`src/hw/rtl/text_record_hex_loader_core_macros.svh`:
```
// assertion helpers for the loader rtl
`ifndef TEXT_RECORD_HEX_LOADER_CORE_MACROS_SVH
`define TEXT_RECORD_HEX_LOADER_CORE_MACROS_SVH

// same-cycle implication, checked out of reset
`define TRHL_ASSERT_NOW(label, clk, rst, ante, cons, msg) \
   label: assert property (@(posedge clk) disable iff (rst) (ante) |-> (cons)) \
      else $error(msg);

// next-cycle implication, checked out of reset
`define TRHL_ASSERT_NEXT(label, clk, rst, ante, cons, msg) \
   label: assert property (@(posedge clk) disable iff (rst) (ante) |=> (cons)) \
      else $error(msg);

`endif

```
`src/hw/rtl/trhl_pkg.sv`:
```
`default_nettype none

package trhl_pkg;

   // address space width default
   localparam int unsigned ADDR_BITS_DEFAULT = 16;

   // field widths of the stream words
   localparam int unsigned CHAR_W     = 8;
   localparam int unsigned RSP_ADDR_W = 16;
   localparam int unsigned RSP_DATA_W = 8;
   localparam int unsigned NIBBLE_W   = 4;

   // characters with a meaning to the loader
   localparam logic [CHAR_W-1:0] CHAR_NEWLINE = 8'h0A;
   localparam logic [CHAR_W-1:0] CHAR_DELIM   = 8'h5E;
   localparam logic [CHAR_W-1:0] CHAR_T       = 8'h54;
   localparam logic [CHAR_W-1:0] CHAR_E       = 8'h45;
   localparam logic [CHAR_W-1:0] CHAR_H       = 8'h48;

   // token positions within a text record
   localparam logic [1:0] TOK_MARK    = 2'd0;
   localparam logic [1:0] TOK_ADDRESS = 2'd1;
   localparam logic [1:0] TOK_LENGTH  = 2'd2;
   localparam logic [1:0] TOK_DATA    = 2'd3;

   // result kinds
   typedef enum logic {
      KIND_WRITE = 1'b0,
      KIND_END   = 1'b1
   } kind_type;

   // where we are within a line
   typedef enum logic [1:0] {
      PHASE_START = 2'd0,
      PHASE_TEXT  = 2'd1,
      PHASE_SKIP  = 2'd2
   } phase_type;

   // hex digit decode
   typedef struct packed {
      logic                valid;
      logic [NIBBLE_W-1:0] value;
   } hex_type;

   function automatic hex_type hex_decode(input logic [CHAR_W-1:0] c);
      hex_type h;
      h.valid = 1'b1;
      h.value = '0;
      if (c >= 8'h30 && c <= 8'h39) begin
         h.value = NIBBLE_W'(c - 8'h30);
      end else if (c >= 8'h41 && c <= 8'h46) begin
         h.value = NIBBLE_W'(c - 8'h37);
      end else if (c >= 8'h61 && c <= 8'h66) begin
         h.value = NIBBLE_W'(c - 8'h57);
      end else begin
         h.valid = 1'b0;
      end
      return h;
   endfunction

endpackage

`default_nettype wire

```
`src/hw/rtl/text_record_hex_loader_core.sv`:
```
`default_nettype none

// Absolute loader for object-program text, one character per input word.
// Each accepted character is decoded and the line state updated in the same
// cycle; a byte write or the end marker, when the character causes one, lands
// in the result register, which is the only stage. One character is taken
// every cycle as long as the result register is empty or being drained, so
// throughput is one word per clock; the result appears in the cycle after
// acceptance. After an 'E' line the end result is sent and all further input is
// consumed and dropped until reset. Addresses wrap at 2**ADDR_BITS; the
// result carries the low 16 bits of the address.
`include "text_record_hex_loader_core_macros.svh"

module text_record_hex_loader_core
   import trhl_pkg::*;
#(
   parameter int unsigned ADDR_BITS = ADDR_BITS_DEFAULT
) (
   input  wire logic                               clock,
   input  wire logic                               reset,
   // request stream
   input  wire logic                               req_tvalid,
   output logic                                    req_tready,
   input  wire logic [CHAR_W-1:0]                  req_tdata,  // [7:0] character
   // result stream
   output logic                                    rsp_tvalid,
   input  wire logic                               rsp_tready,
   output logic [RSP_ADDR_W+RSP_DATA_W-1:0]        rsp_tdata,  // [15:0] write_address,
                                                               // [23:16] write_data
   output logic                                    rsp_tuser   // [0] kind
);

   // line and token state
   phase_type               phase_ff, phase_in;
   logic [1:0]              token_ff, token_in;
   logic                    inside_ff, inside_in;
   logic [ADDR_BITS-1:0]    load_ff, load_in;
   logic [ADDR_BITS-1:0]    start_ff, start_in;
   logic [NIBBLE_W-1:0]     pair_value_ff, pair_value_in;
   logic                    pair_half_ff, pair_half_in;
   logic                    pair_frozen_ff, pair_frozen_in;
   logic                    finished_ff, finished_in;

   // result register
   logic                    rsp_valid_ff, rsp_valid_in;
   kind_type                rsp_kind_ff, rsp_kind_in;
   logic [RSP_ADDR_W-1:0]   rsp_addr_ff, rsp_addr_in;
   logic [RSP_DATA_W-1:0]   rsp_data_ff, rsp_data_in;

   logic                    req_accept;
   logic                    emit;
   kind_type                emit_kind;
   logic [RSP_ADDR_W-1:0]   emit_addr;
   logic [RSP_DATA_W-1:0]   emit_data;
   hex_type                 hex;
   logic                    half_v;
   logic                    frozen_v;
   logic [NIBBLE_W-1:0]     value_v;
   logic                    stop_char;

   assign req_tready = !rsp_valid_ff || rsp_tready;
   assign req_accept = req_tvalid && req_tready;

   assign hex       = hex_decode(req_tdata);
   assign stop_char = (req_tdata == CHAR_E) || (req_tdata == CHAR_H) ||
                      (req_tdata == CHAR_T);

   // per-character decode and next line state
   always_comb begin
      phase_in       = phase_ff;
      token_in       = token_ff;
      inside_in      = inside_ff;
      load_in        = load_ff;
      start_in       = start_ff;
      pair_value_in  = pair_value_ff;
      pair_half_in   = pair_half_ff;
      pair_frozen_in = pair_frozen_ff;
      finished_in    = finished_ff;
      emit           = 1'b0;
      emit_kind      = KIND_WRITE;
      emit_addr      = RSP_ADDR_W'(load_ff);
      emit_data      = '0;
      half_v         = pair_half_ff;
      frozen_v       = pair_frozen_ff;
      value_v        = pair_value_ff;
      if (!finished_ff) begin
         unique case (phase_ff)
            PHASE_START: begin
               token_in       = TOK_MARK;
               inside_in      = 1'b0;
               pair_half_in   = 1'b0;
               pair_frozen_in = 1'b0;
               pair_value_in  = '0;
               if (req_tdata == CHAR_NEWLINE) begin
                  phase_in = PHASE_START;
               end else if (req_tdata == CHAR_E) begin
                  finished_in = 1'b1;
                  emit        = 1'b1;
                  emit_kind   = KIND_END;
                  emit_addr   = '0;
               end else if (req_tdata == CHAR_T) begin
                  phase_in  = PHASE_TEXT;
                  inside_in = 1'b1;
               end else begin
                  phase_in = PHASE_SKIP;
               end
            end
            PHASE_SKIP: begin
               if (req_tdata == CHAR_NEWLINE) begin
                  phase_in = PHASE_START;
               end
            end
            PHASE_TEXT: begin
               if (req_tdata == CHAR_NEWLINE || req_tdata == CHAR_DELIM) begin
                  // token end: latch or recall the address, or flush an odd digit
                  if (inside_ff) begin
                     if (token_ff == TOK_ADDRESS) begin
                        if (pair_half_ff) begin
                           start_in = load_ff;
                        end else begin
                           load_in = start_ff;
                        end
                     end else if (token_ff == TOK_DATA && pair_half_ff) begin
                        emit      = 1'b1;
                        emit_data = pair_frozen_ff ? '0 : RSP_DATA_W'(pair_value_ff);
                        load_in   = load_ff + ADDR_BITS'(1);
                     end
                     pair_half_in   = 1'b0;
                     pair_frozen_in = 1'b0;
                     pair_value_in  = '0;
                     inside_in      = 1'b0;
                     if (token_ff != TOK_DATA) begin
                        token_in = token_ff + 2'd1;
                     end
                  end
                  if (req_tdata == CHAR_NEWLINE) begin
                     phase_in = PHASE_START;
                  end
               end else if (!inside_ff && token_ff == TOK_DATA && stop_char) begin
                  // stop token ends the record
                  inside_in      = 1'b0;
                  pair_half_in   = 1'b0;
                  pair_frozen_in = 1'b0;
                  pair_value_in  = '0;
                  phase_in       = PHASE_SKIP;
               end else begin
                  // token start clears the pair
                  if (!inside_ff) begin
                     half_v   = 1'b0;
                     frozen_v = 1'b0;
                     value_v  = '0;
                  end
                  inside_in      = 1'b1;
                  pair_half_in   = half_v;
                  pair_frozen_in = frozen_v;
                  pair_value_in  = value_v;
                  case (token_ff)
                     TOK_ADDRESS: begin
                        if (!frozen_v) begin
                           if (!hex.valid) begin
                              pair_frozen_in = 1'b1;
                           end else if (!half_v) begin
                              load_in      = ADDR_BITS'(hex.value);
                              pair_half_in = 1'b1;
                           end else begin
                              load_in = {load_ff[ADDR_BITS-NIBBLE_W-1:0], hex.value};
                           end
                        end
                     end
                     TOK_DATA: begin
                        if (!half_v) begin
                           pair_half_in   = 1'b1;
                           pair_frozen_in = !hex.valid;
                           pair_value_in  = hex.valid ? hex.value : '0;
                        end else begin
                           emit = 1'b1;
                           if (frozen_v) begin
                              emit_data = '0;
                           end else if (!hex.valid) begin
                              emit_data = RSP_DATA_W'(value_v);
                           end else begin
                              emit_data = {value_v, hex.value};
                           end
                           load_in        = load_ff + ADDR_BITS'(1);
                           pair_half_in   = 1'b0;
                           pair_frozen_in = 1'b0;
                           pair_value_in  = '0;
                        end
                     end
                     default: begin
                        // mark and length tokens carry nothing
                        pair_half_in = half_v;
                     end
                  endcase
               end
            end
            default: begin
               phase_in = PHASE_START;
            end
         endcase
      end
   end

   // result register next value
   always_comb begin
      rsp_valid_in = rsp_valid_ff;
      rsp_kind_in  = rsp_kind_ff;
      rsp_addr_in  = rsp_addr_ff;
      rsp_data_in  = rsp_data_ff;
      if (req_accept) begin
         rsp_valid_in = emit;
         if (emit) begin
            rsp_kind_in = emit_kind;
            rsp_addr_in = emit_addr;
            rsp_data_in = emit_data;
         end
      end else if (rsp_tready) begin
         rsp_valid_in = 1'b0;
      end
   end

   // control and line state
   always_ff @(posedge clock) begin
      if (reset) begin
         phase_ff       <= PHASE_START;
         token_ff       <= TOK_MARK;
         inside_ff      <= 1'b0;
         load_ff        <= '0;
         start_ff       <= '0;
         pair_value_ff  <= '0;
         pair_half_ff   <= 1'b0;
         pair_frozen_ff <= 1'b0;
         finished_ff    <= 1'b0;
         rsp_valid_ff   <= 1'b0;
      end else begin
         if (req_accept) begin
            phase_ff       <= phase_in;
            token_ff       <= token_in;
            inside_ff      <= inside_in;
            load_ff        <= load_in;
            start_ff       <= start_in;
            pair_value_ff  <= pair_value_in;
            pair_half_ff   <= pair_half_in;
            pair_frozen_ff <= pair_frozen_in;
            finished_ff    <= finished_in;
         end
         rsp_valid_ff <= rsp_valid_in;
      end
   end

   // result payload
   always_ff @(posedge clock) begin
      rsp_kind_ff <= rsp_kind_in;
      rsp_addr_ff <= rsp_addr_in;
      rsp_data_ff <= rsp_data_in;
   end

   assign rsp_tvalid = rsp_valid_ff;
   assign rsp_tdata  = {rsp_data_ff, rsp_addr_ff};
   assign rsp_tuser  = rsp_kind_ff;

   // checks
   `TRHL_ASSERT_NEXT(a_finished_sticks, clock, reset, finished_ff, finished_ff, "loader left finished state")
   `TRHL_ASSERT_NOW(a_end_sets_finished, clock, reset, rsp_valid_ff && rsp_kind_ff == KIND_END, finished_ff, "end result without finished state")
   `TRHL_ASSERT_NOW(a_mark_token_open, clock, reset, phase_ff == PHASE_TEXT && token_ff == TOK_MARK, inside_ff, "record mark token closed without advance")
   `TRHL_ASSERT_NOW(a_data_frozen_half, clock, reset, token_ff == TOK_DATA && pair_frozen_ff, pair_half_ff, "frozen data pair without first half")

endmodule

`default_nettype wire

```
`config.mk`:
```
export PLATFORM = sky130hd
export DESIGN_NAME = text_record_hex_loader_core
export DESIGN_NICKNAME = d
export VERILOG_FILES = /design/src/hw/rtl/trhl_pkg.sv /design/src/hw/rtl/text_record_hex_loader_core.sv
export VERILOG_INCLUDE_DIRS = /design/src /design/src/hw/rtl
export SDC_FILE = /design/constraint.sdc
export NUM_CORES = 1
export LEC_CHECK = 0
export BUFFER_PORTS_ARGS = -buffer_cell sky130_fd_sc_hd__buf_2
export CAP_MARGIN = 5
export CELL_PAD_IN_SITES_DETAIL_PLACEMENT = 0
export CELL_PAD_IN_SITES_GLOBAL_PLACEMENT = 1
export CORE_MARGIN = 2
export CORE_UTILIZATION = 51
export CTS_BUF_LIST = sky130_fd_sc_hd__clkbuf_8
export DETAILED_ROUTE_END_ITERATION = 16
export GPL_ROUTABILITY_DRIVEN = 0
export PLACE_DENSITY = 0.9
export SYNTH_ARGS = -nofsm -noshare
export SYNTH_HDL_FRONTEND = slang
export SYNTH_SLANG_ARGS = --single-unit
export TNS_END_PERCENT = 100
```
`constraint.sdc`:
```
create_clock -name clock -period 5.08 [get_ports clock]
set_clock_uncertainty 0.15 [all_clocks]
set_input_delay 0.254 -clock clock [delete_from_list [all_inputs] [get_ports clock]]
set_output_delay 0.254 -clock clock [all_outputs]
set_load 0.02 [all_outputs]
```
==> flow_summary.toml, run 1 <==
[timing]
rsz0062_at_grt = "false"
slew_headroom = 0.221
worst_pin_slew_ns = 1.17
fmax_ghz = 0.288
setup_tns_ns = 0
setup_viol = 0
post-route-period-util = 0.684
period_needed_ns = 3.47
drv_slew = 0
worst_slack_ns = 1.61
finalHoldViolCount = 0

[floorplanning]
io_pins = 39
die_w_um = 95.2
core-area_um2 = 8130
die_area_um2 = 9060
die-height_um = 95.2
start_util = 0.521
row_count = 33

[pwr]
pwr-share-clk = 0.432
peakVddDrop_mv = 0.103
p_sw_mw = 0.274
internal_power_mw = 0.825
power_frac_seq = 0.527
power_density_nw_per_um2 = 239
p_sw_frac = 0.250
power.leakage_nw = 1.57
comb_power_share = 0.042

[cts]
postCtsHoldBufs = 0
postCtsSetupBuffers = 0
cts_tree = "built"
htreeDepth = 3
cts_root_buffer = "clkbuf_8"
clk_latency_ns = 0.35
cts_buffers = 9
cts_resized = 0
cts.sinks = 70
clockBufferDepth = 2
path_clk_slew_ns = 0.08

[drt]
vias = 3815
drtAntennaViolNets = 0
drtIter0Drc = 544
firstDrtPassIters = 6
vias_per_cell = 6.24
drc_errors = 0
routed_wl_um = 11100
routedWlPerCell_um = 18.1

[critical_path]
cp_cell_sequence = "ha_1 -> inv_1 -> nand2_1 -> nand2_1 -> o2bb2ai_1 -> o311ai_0 -> a21oi_1"
reg2reg_slack_ns = 1.61
cp_common_cell = "nand2_1"
crit_slowest_cell = "o2bb2ai_1"
critPathLaunchType = "flop"
end_kind = "flop"
crit_type = "reg -> reg"
cpPeakStageDelay_ns = 0.94
worstPathRequired_ns = 5.20
cp_max_fo = 18
cp_data_arrival_time_ns = 3.59

[placed_design]
place_ws_ns = 1.32
placed_area_um2 = 4410
portBuffers = 38
hpwlAfterDp_um = 7220

[synth]
synth_flop_cell = "dfxtp_1"
synth_edf_count = 25
synth.area.top_cells = "dfxtp_1, edfxtp_1, mux2i_1, nor2_1, o21ai_0"
synthArstFlopShare = 0
ys_ff_latch = 70
syn_area_per_cell_um2 = 8.60
synth_top_cell_by_area = "dfxtp_1"
ys_seq_area_frac = 0.390
synth.top_cell.area_share = 0.213
synth_cell_types = 64
synthesis.nets = 513
syn_inst = 493
yosys_warnings = 0
synthesis.area_um2 = 4240

[global_route]
antenna_found_initial = 0
grt_pass1_vias = 3405
grt-ovfl-total = 0
grt_pass1_wl_um = 17900
grt_start_max_net_pins = 46
grt_usage = 0.255

[run_status]
status = "finished, final reports clean"

[finish]
layout.nets = 521
area_growth_pct = 8.74
fin_area_um2 = 4610
drive_gt1_frac = 0.140
num_antenna_cells = 0

[run]
cap_violations = 0

[worst_hold_path]
hold_class = "in -> reg"
final cells by class:
| cell class | count | area (um2) |
|---|---|---|
| fill | 750 | 3520 |
| timing repair buffer | 41 | 213 |
| inverter | 13 | 48.8 |
| sequential | 70 | 1650 |
| clock inverter | 7 | 80.1 |
| multi-input combinational | 366 | 2360 |
| tap | 105 | 131 |
| clock buffer | 9 | 124 |
metal layers:
layer | wire length, um | up-vias | global-route usage
met2 | 5030 | 150 | 0.388
met5 | 0 | - | 0
li1 | - | 1818 | -
met4 | 55 | 0 | 0.0568
met3 | 855 | 11 | 0.0538
met1 | 5150 | 1836 | 0.372
worst max-delay path: cells and delay by family, from the launching register on:
kind | cells | cell delay [ns]
AO/OA/AOI/OAI | 3 | 1.51
adder cells (fa/ha/maj) | 1 | 0.62
buffers and inverters | 1 | 0.48
flip-flops | 1 | 0.38
AND/OR/NAND/NOR | 2 | 0.24
placed cells by master, fill, tap and decap left out, types with 3 or more instances in the layout:
| master | instances |
|---|---|
| and3_1 | 17 |
| a21oi_1 | 26 |
| nand2_1 | 23 |
| clkbuf_8 | 9 |
| inv_6 | 4 |
| nor3_1 | 17 |
| a221oi_1 | 4 |
| a22o_1 | 3 |
| dfxtp_1 | 45 |
| o31ai_1 | 3 |
| nor4_1 | 4 |
| or3_1 | 5 |
| inv_1 | 12 |
| a32oi_1 | 5 |
| xnor2_1 | 7 |
| edfxtp_1 | 25 |
| o311ai_0 | 8 |
| nand4_1 | 5 |
| nor2_1 | 57 |
| nand3_1 | 14 |
| a31oi_1 | 3 |
| nand2b_1 | 6 |
| o211ai_1 | 6 |
| and4_1 | 3 |
| nor2b_1 | 4 |
| xor2_1 | 5 |
| buf_4 | 3 |
| and2_1 | 23 |
| o21ai_0 | 34 |
| buf_2 | 38 |
| or4_1 | 3 |
| or2_2 | 3 |
| a211oi_1 | 3 |
| ha_1 | 8 |
| o22ai_1 | 3 |
| mux2i_1 | 30 |
cells in the mapped netlist (7+ instances only):
cell / n
nor2_1: 57
dfxtp_1: 45
clkbuf_1: 36
o21ai_0: 34
mux2i_1: 30
a21oi_1: 26
edfxtp_1: 25
and2_1: 23
nand2_1: 23
and3_1: 17
nor3_1: 17
nand3_1: 14
inv_1: 12
ha_1: 8
o311ai_0: 8
xnor2_1: 7
state kept, by name, indices dropped and copies added, names as in the netlist:
name            flops
rsp_tvalid          1
token_ff            2
rsp_tuser           1
phase_ff            2
pair_half_ff        1
start_ff           16
rsp_addr_ff        16
pair_value_ff       4
pair_frozen_ff      1
load_ff            16
rsp_data_ff         8
inside_ff           1
finished_ff         1
logic make-up after synthesis:
logic type                 synth area share
xor gates and xnor gates             0.0248
DFF                                   0.390
buffers and inverters                0.0534
AOI/OAI and AO/OA                     0.189
muxes                                0.0762
and+or+nand+nor                       0.243
adders and majority gates            0.0236
worst paths after layout:
path | startpoint | cells after the start | to
min | req_tvalid | 3 | finished_ff
min reg2reg | pair_value_ff[0] | 1 | pair_value_ff[0]
max | token_ff[0] | 7 | load_ff[5]
max reg2reg | token_ff[0] | 7 | load_ff[5]
metrics by stage:
stage	cells	total power, mW	utilization	hold slack, ns
CTS	611	1.10	0.567	0.0665
floorplan	493	0.621	-	0.244
global placement	595	0.636	0.542	0.322
global route	611	1.13	0.567	0.107
detailed placement	595	0.637	0.542	0.335
finish	611	1.10	0.567	0.0747
power groups by stage:
| stage | registers [mW] | logic, mW | clock network [mW] |
|---|---|---|---|
| after floorplan | 0.591 | 0.0304 | 0 |
| after global routing | 0.580 | 0.0505 | 0.500 |
| after detailed placement | 0.592 | 0.0447 | 0 |
| after CTS | 0.579 | 0.0449 | 0.477 |
| after global placement | 0.592 | 0.0437 | 0 |
| final | 0.579 | 0.0459 | 0.475 |
Power figures use the tool's default switching activity.
==> run 2, diff against run 1 <==
- CORE_UTILIZATION: 51 -> 47
- PLACE_DENSITY: 0.9 -> 0.84
- clock period: 5.08 -> 3.4 ns (I/O delays scaled with it)
==> run 2 against run 1 <==
Effect of this change: sequential cell count did not move; die area rose by 8.1%; cell area up 1.5%; combinational power up 51%; non-clock buffer count rose by 11; first-iteration DRC count down 22%; sequential share of layout area down 0.54 points; largest power group unchanged.
==> flow_summary.toml, run 2 (synthesis results as in run 1) <==
[floorplanning]
core-area_um2 = 8720
start_util = 0.486
die-height_um = 99.0
die_area_um2 = 9800
io_pins = 39
die_w_um = 99.0
row_count = 34

[finish]
mostFrequentLayoutCell = "nor2_1"
final_core_util = 0.537
reg_top3 = "load_ff: 16 flops, rsp_addr_ff: 16 flops, start_ff: 16 flops"
fillers = 811
num_antenna_cells = 0
multiInputGateArea_um2 = 2360
layout_common_cells = "nor2_1, dfxtp_1, buf_2"
area_growth_pct = 10.4
drive_gt1_frac = 0.157
ff_latch_area_um2 = 1650
layout.nets = 532

[drt]
firstDrtPassIters = 5
drtIter0Drc = 422
drc_errors = 0
routed_wl_um = 11200
vias = 3796
vias_per_cell = 6.07
drtAntennaViolNets = 0
routedWlPerCell_um = 17.9

[timing]
finalHoldViolCount = 0
fmax_ghz = 0.347
period_needed_ns = 2.89
slew_headroom = 0.247
post-route-period-util = 0.849
rsz0062_at_grt = "false"
setup_viol = 0
worst_pin_slew_ns = 1.13
drv_slew = 0
setup_tns_ns = 0

[critical_path]
worstPathRequired_ns = 3.54
crit_type = "reg -> reg"
cp_data_arrival_time_ns = 3.02
critPathLaunchType = "flop"
end_kind = "flop"
cp_max_fo = 14

[placed_design]
portBuffers = 38
hpwlAfterDp_um = 7440

[global_route]
grt-ovfl-total = 0
antenna_found_initial = 0
grt_pass1_wl_um = 18600
grt_pass1_vias = 3572
grt_start_max_net_pins = 46
grt_usage = 0.236

[cts]
htreeDepth = 3
cts_tree = "built"
path_clk_slew_ns = 0.09
clk_latency_ns = 0.36
cts.sinks = 70
cts_buffers = 9
cts_resized = 0
clockBufferDepth = 2
cts_root_buffer = "clkbuf_8"

[worst_hold_path]
hold_class = "in -> reg"

[pwr]
power.leakage_nw = 1.62
peakVddDrop_mv = 0.132
power_density_nw_per_um2 = 341

[run_status]
status = "finished, final reports clean"

[run]
cap_violations = 0
-- run 2: final cells by class --
cell class	instances	area share
multi-input cells	366	0.505
flip-flops and latches	70	0.353
repair buffers	52	0.0636
well taps	108	0.0289
clock buffers	9	0.0265
clock inverters	7	0.0131
inverters	13	0.0104
-- run 2: final timing paths --
path	start	to	slack, ns	depth (start not counted)
hold reg to reg	start_ff[5]	start_ff[5]	0.35	2
setup / recovery	token_ff[0]	load_ff[11]	0.51	7
hold / removal	rsp_tready	rsp_tvalid	0.09	3
setup reg to reg	token_ff[0]	load_ff[11]	0.51	7
-- run 2: layer usage --
metal,vias to the layer above,part of all wire,GRT usage
met5,-,0,0
met4,0,0.010,0.0674
met3,16,0.067,0.0411
met2,153,0.43,0.346
met1,1782,0.49,0.356
li1,1845,-,-
-- run 2: through the flow --
| stage | hold slack, ns | cell area (um2) | power [mW] | cells | setup WS, ns |
|---|---|---|---|---|---|
| final | 0.0854 | 4680 | 1.59 | 625 | 0.514 |
| after global placement | 0.322 | 4480 | 0.952 | 608 | 0.505 |
| after CTS | 0.0772 | 4680 | 1.60 | 625 | 0.584 |
| after global routing | 0.111 | 4680 | 1.64 | 625 | 0.266 |
| after detailed placement | 0.336 | 4480 | 0.952 | 608 | 0.441 |
| after floorplan | 0.160 | 4240 | 0.928 | 493 | 0.321 |
-- run 2: power breakdown --
group	switching (mW)	leakage, nW	internal [mW]	total, mW
Sequential	0.00411	0.594	0.862	0.866
Combinational	0.0460	0.932	0.0233	0.0693
Clock	0.379	0.0892	0.280	0.659
-- run 2: timing repair --
action | in CTS | in global routing
endpoints found under the hold margin | 1 | 0
buffers inserted | 0 | 0
hold buffers | 1 | 0
-- run 2: critical path: stages (launching register included) --
cell and delay, ns:
dfxtp_1 0.40, ha_1 0.54, nor2b_1 0.26, o21ai_0 0.12, nor3_1 0.27, o2bb2ai_1 0.55, o311ai_0 0.31, a21oi_1 0.21
